## src/sv/hps_pkg.sv

```systemverilog
// ----------------------------------------------------------------------------
// hps_pkg: shared constants and types for the percentile spread block
// Widths, count cap, register indexes and controller/datapath interfaces.
// ----------------------------------------------------------------------------
package hps_pkg;

  // histogram geometry
  localparam int NUM_LEVELS = 256;
  localparam int LEVEL_W    = 8;
  localparam int COUNT_W    = 11;
  localparam int RANK_W     = 11;
  // cumulative sum of all levels at the largest count
  localparam int CUM_W      = 19;

  // per-level count saturates at the smaller of the row limit and the 11-bit max
  localparam int MAX_ROWS      = 1024;
  localparam int COUNT_MAX     = (1 << COUNT_W) - 1;
  localparam int COUNT_CAP     = (MAX_ROWS < COUNT_MAX) ? MAX_ROWS : COUNT_MAX;

  // configuration registers
  localparam int CFG_ADDR_W = 1;
  localparam logic [CFG_ADDR_W-1:0] REG_MEDIAN_RANK = 1'b0;
  localparam logic [CFG_ADDR_W-1:0] REG_UPPER_RANK  = 1'b1;
  localparam logic [RANK_W-1:0] MEDIAN_RANK_RST = 11'd500;
  localparam logic [RANK_W-1:0] UPPER_RANK_RST  = 11'd800;

  localparam int OUT_W = 3 * LEVEL_W;

  // controller -> datapath
  typedef struct packed {
    logic               take;      // sample beat accepted, start its count update
    logic               scan_rd;   // issue a histogram read for the scan
    logic [LEVEL_W-1:0] scan_idx;  // level read by the scan
    logic               load_out;  // move the found levels into the result register
    logic               clear;     // drop the histogram and scan state
  } hps_cmd_t;

  // datapath -> controller
  typedef struct packed {
    logic out_busy;                // result register holds a beat not yet taken
  } hps_stat_t;

endpackage

```

## src/sv/hps_ctrl.sv

```systemverilog
// ----------------------------------------------------------------------------
// hps_ctrl: sequencer for the percentile spread block
// Takes samples, then runs the 256-level scan and hands the result over.
// ----------------------------------------------------------------------------
module hps_ctrl (
  input  logic              clk,
  input  logic              rst,
  input  logic              s_tvalid,
  input  logic              s_tlast,
  output logic              s_tready,
  input  hps_pkg::hps_stat_t stat,
  output hps_pkg::hps_cmd_t  cmd
);
  import hps_pkg::*;

  typedef enum logic [2:0] {
    ST_RUN,    // counting samples
    ST_FLUSH,  // last sample's count write lands
    ST_SCAN,   // one level read per cycle
    ST_TAIL,   // last level accumulates
    ST_DONE    // wait for a free result register
  } state_t;

  state_t             state;
  logic [LEVEL_W-1:0] scan_idx;
  logic               take;

  assign take = s_tvalid && s_tready;

  // command decode
  always_comb begin
    s_tready      = (state == ST_RUN);
    cmd.take      = take;
    cmd.scan_rd   = (state == ST_SCAN);
    cmd.scan_idx  = scan_idx;
    cmd.load_out  = (state == ST_DONE) && !stat.out_busy;
    cmd.clear     = (state == ST_DONE) && !stat.out_busy;
  end

  // state and scan counter
  always_ff @(posedge clk) begin
    if (rst) begin
      state    <= ST_RUN;
      scan_idx <= '0;
    end else begin
      unique case (state)
        ST_RUN: begin
          if (take && s_tlast) state <= ST_FLUSH;
        end
        ST_FLUSH: begin
          scan_idx <= '0;
          state    <= ST_SCAN;
        end
        ST_SCAN: begin
          scan_idx <= scan_idx + LEVEL_W'(1);
          if (scan_idx == LEVEL_W'(NUM_LEVELS - 1)) state <= ST_TAIL;
        end
        ST_TAIL: begin
          state <= ST_DONE;
        end
        ST_DONE: begin
          if (!stat.out_busy) state <= ST_RUN;
        end
        default: state <= ST_RUN;
      endcase
    end
  end

endmodule

```

## src/sv/hps_datapath.sv

```systemverilog
// ----------------------------------------------------------------------------
// hps_datapath: histogram memory, count update, cumulative scan, result
// One read and one write port; counts forward across back-to-back updates.
// ----------------------------------------------------------------------------
module hps_datapath (
  input  logic                                 clk,
  input  logic                                 rst,
  input  logic [hps_pkg::LEVEL_W-1:0]          sample,
  input  logic                                 cfg_we,
  input  logic [hps_pkg::CFG_ADDR_W-1:0]       cfg_addr,
  input  logic [hps_pkg::RANK_W-1:0]           cfg_data,
  input  hps_pkg::hps_cmd_t                    cmd,
  output hps_pkg::hps_stat_t                   stat,
  output logic                                 m_tvalid,
  input  logic                                 m_tready,
  output logic [hps_pkg::OUT_W-1:0]            m_tdata
);
  import hps_pkg::*;

  // histogram storage; an entry without its valid bit reads as zero
  logic [COUNT_W-1:0]    cnt_mem [NUM_LEVELS];
  logic [NUM_LEVELS-1:0] vld;

  logic [RANK_W-1:0]  median_rank;
  logic [RANK_W-1:0]  upper_rank;

  logic [LEVEL_W-1:0] rd_addr;
  logic [COUNT_W-1:0] rd_data;
  logic               rd_hit;
  logic [COUNT_W-1:0] rd_count;

  logic               upd_en;
  logic [LEVEL_W-1:0] upd_addr;
  logic               wr_en_q;
  logic [LEVEL_W-1:0] wr_addr_q;
  logic [COUNT_W-1:0] wr_val_q;
  logic [COUNT_W-1:0] upd_base;
  logic [COUNT_W-1:0] upd_val;

  logic               acc_en;
  logic [LEVEL_W-1:0] acc_level;
  logic [CUM_W-1:0]   cum;
  logic [CUM_W-1:0]   cum_next;
  logic               med_found;
  logic               upp_found;
  logic [LEVEL_W-1:0] med;
  logic [LEVEL_W-1:0] upp;
  logic [LEVEL_W-1:0] spread;

  // configuration registers
  always_ff @(posedge clk) begin
    if (rst) begin
      median_rank <= MEDIAN_RANK_RST;
      upper_rank  <= UPPER_RANK_RST;
    end else if (cfg_we) begin
      unique case (cfg_addr)
        REG_MEDIAN_RANK: median_rank <= cfg_data;
        REG_UPPER_RANK:  upper_rank  <= cfg_data;
        default: ;
      endcase
    end
  end

  // read port: sample level while counting, scan index while scanning
  assign rd_addr  = cmd.scan_rd ? cmd.scan_idx : sample;
  assign rd_count = rd_hit ? rd_data : '0;

  always_ff @(posedge clk) begin
    rd_data <= cnt_mem[rd_addr];
  end

  // count update, forwarding the previous write when it hits the same level
  assign upd_base = (wr_en_q && (wr_addr_q == upd_addr)) ? wr_val_q : rd_count;
  assign upd_val  = (upd_base < COUNT_W'(COUNT_CAP)) ? upd_base + COUNT_W'(1) : upd_base;

  always_ff @(posedge clk) begin
    if (upd_en) cnt_mem[upd_addr] <= upd_val;
  end

  always_ff @(posedge clk) begin
    upd_addr  <= sample;
    wr_addr_q <= upd_addr;
    wr_val_q  <= upd_val;
    acc_level <= cmd.scan_idx;
  end

  // valid bits and pipeline controls
  always_ff @(posedge clk) begin
    if (rst) begin
      vld     <= '0;
      rd_hit  <= 1'b0;
      upd_en  <= 1'b0;
      wr_en_q <= 1'b0;
      acc_en  <= 1'b0;
    end else begin
      rd_hit  <= vld[rd_addr];
      upd_en  <= cmd.take;
      wr_en_q <= upd_en;
      acc_en  <= cmd.scan_rd;
      if (cmd.clear)   vld <= '0;
      else if (upd_en) vld[upd_addr] <= 1'b1;
    end
  end

  // cumulative scan: first level whose running sum reaches each rank
  assign cum_next = cum + CUM_W'(rd_count);

  always_ff @(posedge clk) begin
    if (rst || cmd.clear) begin
      cum       <= '0;
      med_found <= 1'b0;
      upp_found <= 1'b0;
      med       <= '0;
      upp       <= '0;
    end else if (acc_en) begin
      cum <= cum_next;
      if (!med_found && (cum_next >= CUM_W'(median_rank))) begin
        med_found <= 1'b1;
        med       <= acc_level;
      end
      if (!upp_found && (cum_next >= CUM_W'(upper_rank))) begin
        upp_found <= 1'b1;
        upp       <= acc_level;
      end
    end
  end

  assign spread = (upp > med) ? (upp - med) : '0;

  // result register
  always_ff @(posedge clk) begin
    if (rst) begin
      m_tvalid <= 1'b0;
    end else if (cmd.load_out) begin
      m_tvalid <= 1'b1;
    end else if (m_tready) begin
      m_tvalid <= 1'b0;
    end
  end

  always_ff @(posedge clk) begin
    if (cmd.load_out) m_tdata <= {spread, upp, med};
  end

  assign stat.out_busy = m_tvalid && !m_tready;

endmodule

```

## src/sv/histogram_percentile_spread_top.sv

```systemverilog
// ----------------------------------------------------------------------------
// histogram_percentile_spread_top: median / upper percentile level spread
// Builds a 256-level histogram of one window and reports two levels.
// ----------------------------------------------------------------------------
// Usage:
//   Input channel s_*: one 8-bit sample per beat, s_tlast on the window's
//   last sample. Samples are taken one per cycle while a window fills.
//   Output channel m_*: one beat per window with the median level, the
//   upper level and their difference clamped at zero.
//   cfg_*: write median_rank (index 0) or upper_rank (index 1) while idle.
// Timing:
//   After the last beat of a window the histogram is scanned, one level
//   per cycle from its single read port, and the input is held off until
//   the result is loaded into the output register.
// Reset:
//   rst clears the histogram and loads the rank defaults 500 and 800.
// Stall:
//   A result waits in the output register; samples of the next window keep
//   flowing meanwhile, and only the next scan's hand-over waits for it.
// ----------------------------------------------------------------------------
module histogram_percentile_spread_top (
  input  logic                              clk,
  input  logic                              rst,
  // sample beats
  input  logic                              s_tvalid,
  output logic                              s_tready,
  input  logic [7:0]                        s_tdata,   // [7:0] sample
  input  logic                              s_tlast,   // window_end
  // result beats
  output logic                              m_tvalid,
  input  logic                              m_tready,
  output logic [23:0]                       m_tdata,   // [7:0] median_level,
                                                       // [15:8] upper_level,
                                                       // [23:16] spread
  // configuration writes
  input  logic                              cfg_we,
  input  logic [hps_pkg::CFG_ADDR_W-1:0]    cfg_addr,
  input  logic [hps_pkg::RANK_W-1:0]        cfg_data
);
  import hps_pkg::*;

  hps_cmd_t  cmd;
  hps_stat_t stat;

  hps_ctrl u_ctrl (
    .clk      (clk),
    .rst      (rst),
    .s_tvalid (s_tvalid),
    .s_tlast  (s_tlast),
    .s_tready (s_tready),
    .stat     (stat),
    .cmd      (cmd)
  );

  hps_datapath u_datapath (
    .clk      (clk),
    .rst      (rst),
    .sample   (s_tdata),
    .cfg_we   (cfg_we),
    .cfg_addr (cfg_addr),
    .cfg_data (cfg_data),
    .cmd      (cmd),
    .stat     (stat),
    .m_tvalid (m_tvalid),
    .m_tready (m_tready),
    .m_tdata  (m_tdata)
  );

endmodule
```

## config.mk

```make
export PLATFORM = sky130hd
export DESIGN_NAME = histogram_percentile_spread_top
export DESIGN_NICKNAME = d
export VERILOG_FILES = /design/src/sv/hps_pkg.sv /design/src/sv/hps_ctrl.sv /design/src/sv/hps_datapath.sv /design/src/sv/histogram_percentile_spread_top.sv
export SDC_FILE = /design/constraint.sdc
export NUM_CORES = 2
export LEC_CHECK = 0
export ABC_CLOCK_PERIOD_IN_PS = 13900
export BUFFER_PORTS_ARGS = -buffer_cell sky130_fd_sc_hd__buf_2
export CORE_MARGIN = 2
export CORE_UTILIZATION = 27
export CTS_CLUSTER_SIZE = 14
export DETAILED_ROUTE_END_ITERATION = 8
export SKIP_LAST_GASP = 1
export SLEW_MARGIN = 40
export SYNTH_ARGS = -nofsm -noshare
export SYNTH_HDL_FRONTEND = slang
export SYNTH_SLANG_ARGS = --single-unit
```

## constraint.sdc

```tcl
create_clock -name clk -period 13.9 [get_ports clk]
set_clock_uncertainty 0.1 [all_clocks]
set_input_delay 0.695 -clock clk [delete_from_list [all_inputs] [get_ports clk]]
set_output_delay 0.695 -clock clk [all_outputs]
set_load 0.02 [all_outputs]
```

==> impl_metrics.tcl <==
set metrics [dict create \
    cts_inserted_buffers 332 \
    finalCritPeriodShare_pct 44.9 \
    synth-seq-cells 3217 \
    clock_power_share_pct 38.2 \
    post-synth-top-area-fraction_pct 68.6 \
    holdWs_ns 0.0931 \
    path_cells "or3b_4, a21o_4, buf_4, buf_12, buf_4, mux4_2, a22oi_1, o21ai_0, o21ai_0, nor4_1, a211o_1" \
    maxCapViolCount 0 \
    post_cts_buffers 0 \
    final_core_util_pct 31.8 \
    dieWidth_um 682 \
    drt-total-wl_mm 361 \
    p_seq_share_pct 46.7 \
    post-route-drc-count 10 \
    preCtsSetupSlack_ns 7.72 \
    via_per_inst 5.03 \
    cp-end-kind "flop" \
    relSlewSlack_pct 36.3 \
    drtPass1Iterations 9 \
    irDropWorstVdd_mv 0.117 \
    post_cts_resized 0 \
    cellPowerDensity_nw_per_um2 161 \
    cts_tree "yes" \
    grt_overflow 0 \
    cts.sinks 3217 \
    yosys.area.top_type "edfxtp_1" \
    path_buf_inv 3 \
    dr.first_iter.drc_count 9074 \
    worst_ep_arrival_time_ns 6.95 \
    antenna_found_initial 18 \
    final_area_um2 146000 \
    final_nets 7175 \
    violations "DRC" \
    worstSetupStartpointType "flop" \
    die_h_um 682 \
    fmax_mhz 160 \
    syn-mean-instance-area_um2 18.4 \
    synthFlopType "edfxtp_1" \
    area_delta_synth_final_pct 17.5 \
    setup.worst_path.class "reg -> reg" \
    setup_viol_count_final 0 \
    synth_common_cells "edfxtp_1 (2840), mux4_2 (642), nand2_1 (549)" \
    tns_ns 0 \
    placed_area_um2 134000 \
    root_buffer "clkbuf_16" \
    finalMaxSlewViolations 0 \
    status "finished with violations" \
    async_reset_ff_share_pct 0 \
    rows 249 \
    cp_slowest_cell "o21ai_0" \
    grt_max_degree 189 \
    hold_viol_final 0 \
    ys_seq_area_share_pct 74.7 \
    synth_edf_count 2840 \
    fin_ws_ns 7.66 \
    cp_top_family "compound AO/OA/AOI/OAI gates" \
    place_inst 12900 \
    wire_per_inst_um 26.7 \
    ant_nets 0 \
    final_cell_count_no_fill 13500 \
    intPower_mw 17.2 \
    port_buffers 51 \
    dieArea_um2 466000 \
    total_leakage_power_nw 46.2 \
    clkTransAtPathRegs_ns 0.06 \
    worst_pin_slew_ns 0.952 \
    coreArea_um2 459000 \
    start_util_pct 27.1 \
    yosys-top-cells-area "edfxtp_1 (69%), mux4_2 (12%), dfxtp_1 (6.1%)" \
    vias 68100 \
    dp_hpwl_mm 221 \
    ios 52 \
    rsz0062_at_grt "no" \
    grt.total_usage_pct 15.0 \
    swShare_pct 26.6 \
    grt_pass1_vias 66800 \
    max_stage_delay_ns 0.76 \
    cp.required_ns 14.61 \
    drive_above_1_share_pct 23.9 \
    synth_area_um2 124000 \
    synth.most_common_cell "edfxtp_1" \
    cts_max_level 5 \
    cp_max_fo 112 \
    place.gp.congestion 0.845 \
    yosysUniqueCellTypes 66 \
    clk_path_buf_depth 4 \
    synth_cells 6767 \
    p_switching_mw 6.25 \
    syn_nets 6838 \
    total_power_mw 23.5 \
    pwr-share-comb_pct 15.1 \
    hp-class "in -> reg" \
    post-route-min-period_ns 6.24 \
    clock_latency_ns 0.94 \
    yosys_warnings 0 \
    grt_pass1_wl_mm 507 \
    postCtsHoldBufs 20 \
]
final timing paths:
kind | start | end | slack, ns | cells past startpoint
max reg2reg | u_ctrl.state[2] | u_datapath.rd_data[3] | 7.66 | 11
min | s_tvalid | u_datapath.upd_en | 0.09 | 2
min reg2reg | u_ctrl.scan_idx[1] | u_datapath.acc_level[1] | 0.33 | 0
max | u_ctrl.state[2] | u_datapath.rd_data[3] | 7.66 | 11
logic make-up after synthesis:
| family | after synthesis | synth area share, % |
|---|---|---|
| DFF | 3217 | 74.7 |
| and+or+nand+nor | 1350 | 4.75 |
| muxes | 856 | 13.4 |
| AOI/OAI and AO/OA | 816 | 4.69 |
| buffers and inverters | 448 | 1.74 |
| adders and majority gates | 45 | 0.465 |
| xor gates and xnor gates | 35 | 0.247 |
sequential cells by signal, indices dropped and copies added (netlist names):
signal / flops
u_datapath.wr_addr_q: 8
u_datapath.upp: 8
u_datapath.cum: 19
u_datapath.upd_en: 1
u_ctrl.state: 3
u_datapath.acc_level: 8
u_datapath.m_tvalid: 1
u_ctrl.scan_idx: 8
u_datapath.rd_hit: 1
u_datapath.wr_val_q: 11
u_datapath.acc_en: 1
u_datapath.upp_found: 1
u_datapath.cnt_mem: 2816
u_datapath.m_tdata: 24
u_datapath.wr_en_q: 1
u_datapath.vld: 256
u_datapath.med: 8
u_datapath.upd_addr: 8
u_datapath.med_found: 1
u_datapath.upper_rank: 11
u_datapath.rd_data: 11
u_datapath.median_rank: 11
layout by cell type, fill, tap and decap left out, types with 20 or more instances in the layout:
master,netlist,final
edfxtp_1,2840,2840
mux4_2,642,642
nand2_1,549,543
dfxtp_1,377,375
clkbuf_16,0,338
nor2_1,385,267
buf_4,42,266
o21a_1,247,247
mux2i_1,202,193
a22oi_1,172,172
nand3_1,167,158
a21oi_1,130,128
clkbuf_1,193,76
nor2_2,0,72
nand4_1,68,68
buf_2,83,59
clkinv_2,0,57
o22ai_1,50,50
nor2_4,0,46
inv_1,43,43
ha_1,43,43
clkinv_1,0,43
clkbuf_8,0,32
o21ai_0,33,29
a2111oi_0,59,29
nor3_1,36,28
nor2b_1,26,25
bufinv_16,0,25
nor4_2,0,23
buf_6,28,23
a211o_1,22,22
buf_12,0,22
dlygate4sd3_1,0,20
power by group through the flow:
| stage | sequential (mW) | clock (mW) | combinational, mW |
|---|---|---|---|
| 2_1_floorplan | 11.3 | 0 | 2.09 |
| 3_3_place_gp | 11.2 | 0 | 3.39 |
| 3_5_place_dp | 11.2 | 0 | 3.50 |
| 4_1_cts | 11.0 | 9.08 | 3.52 |
| 5_1_grt | 11.0 | 9.42 | 3.72 |
| 6_report | 11.0 | 8.97 | 3.55 |
layout make-up:
type / count / area [um2]
Antenna cell: 3 / 7.51
Clock buffer: 446 / 9180
Clock inverter: 167 / 1860
Fill cell: 43800 / 313000
Inverter: 43 / 161
Multi-Input combinational cell: 3102 / 30700
Sequential cell: 3217 / 92800
Tap cell: 6149 / 7690
Timing Repair Buffer: 408 / 3610
layer usage:
| metal | track usage [%] | vias to the layer above | share of wire (%) |
|---|---|---|---|
| met5 | 0 | - | 0.017 |
| met1 | 20.2 | 36000 | 40 |
| met2 | 23.6 | 3483 | 46 |
| met4 | 6.07 | 8 | 4.5 |
| li1 | - | 27900 | - |
| met3 | 3.09 | 665 | 9.6 |
Note: power is estimated with default switching activity, not from simulation.
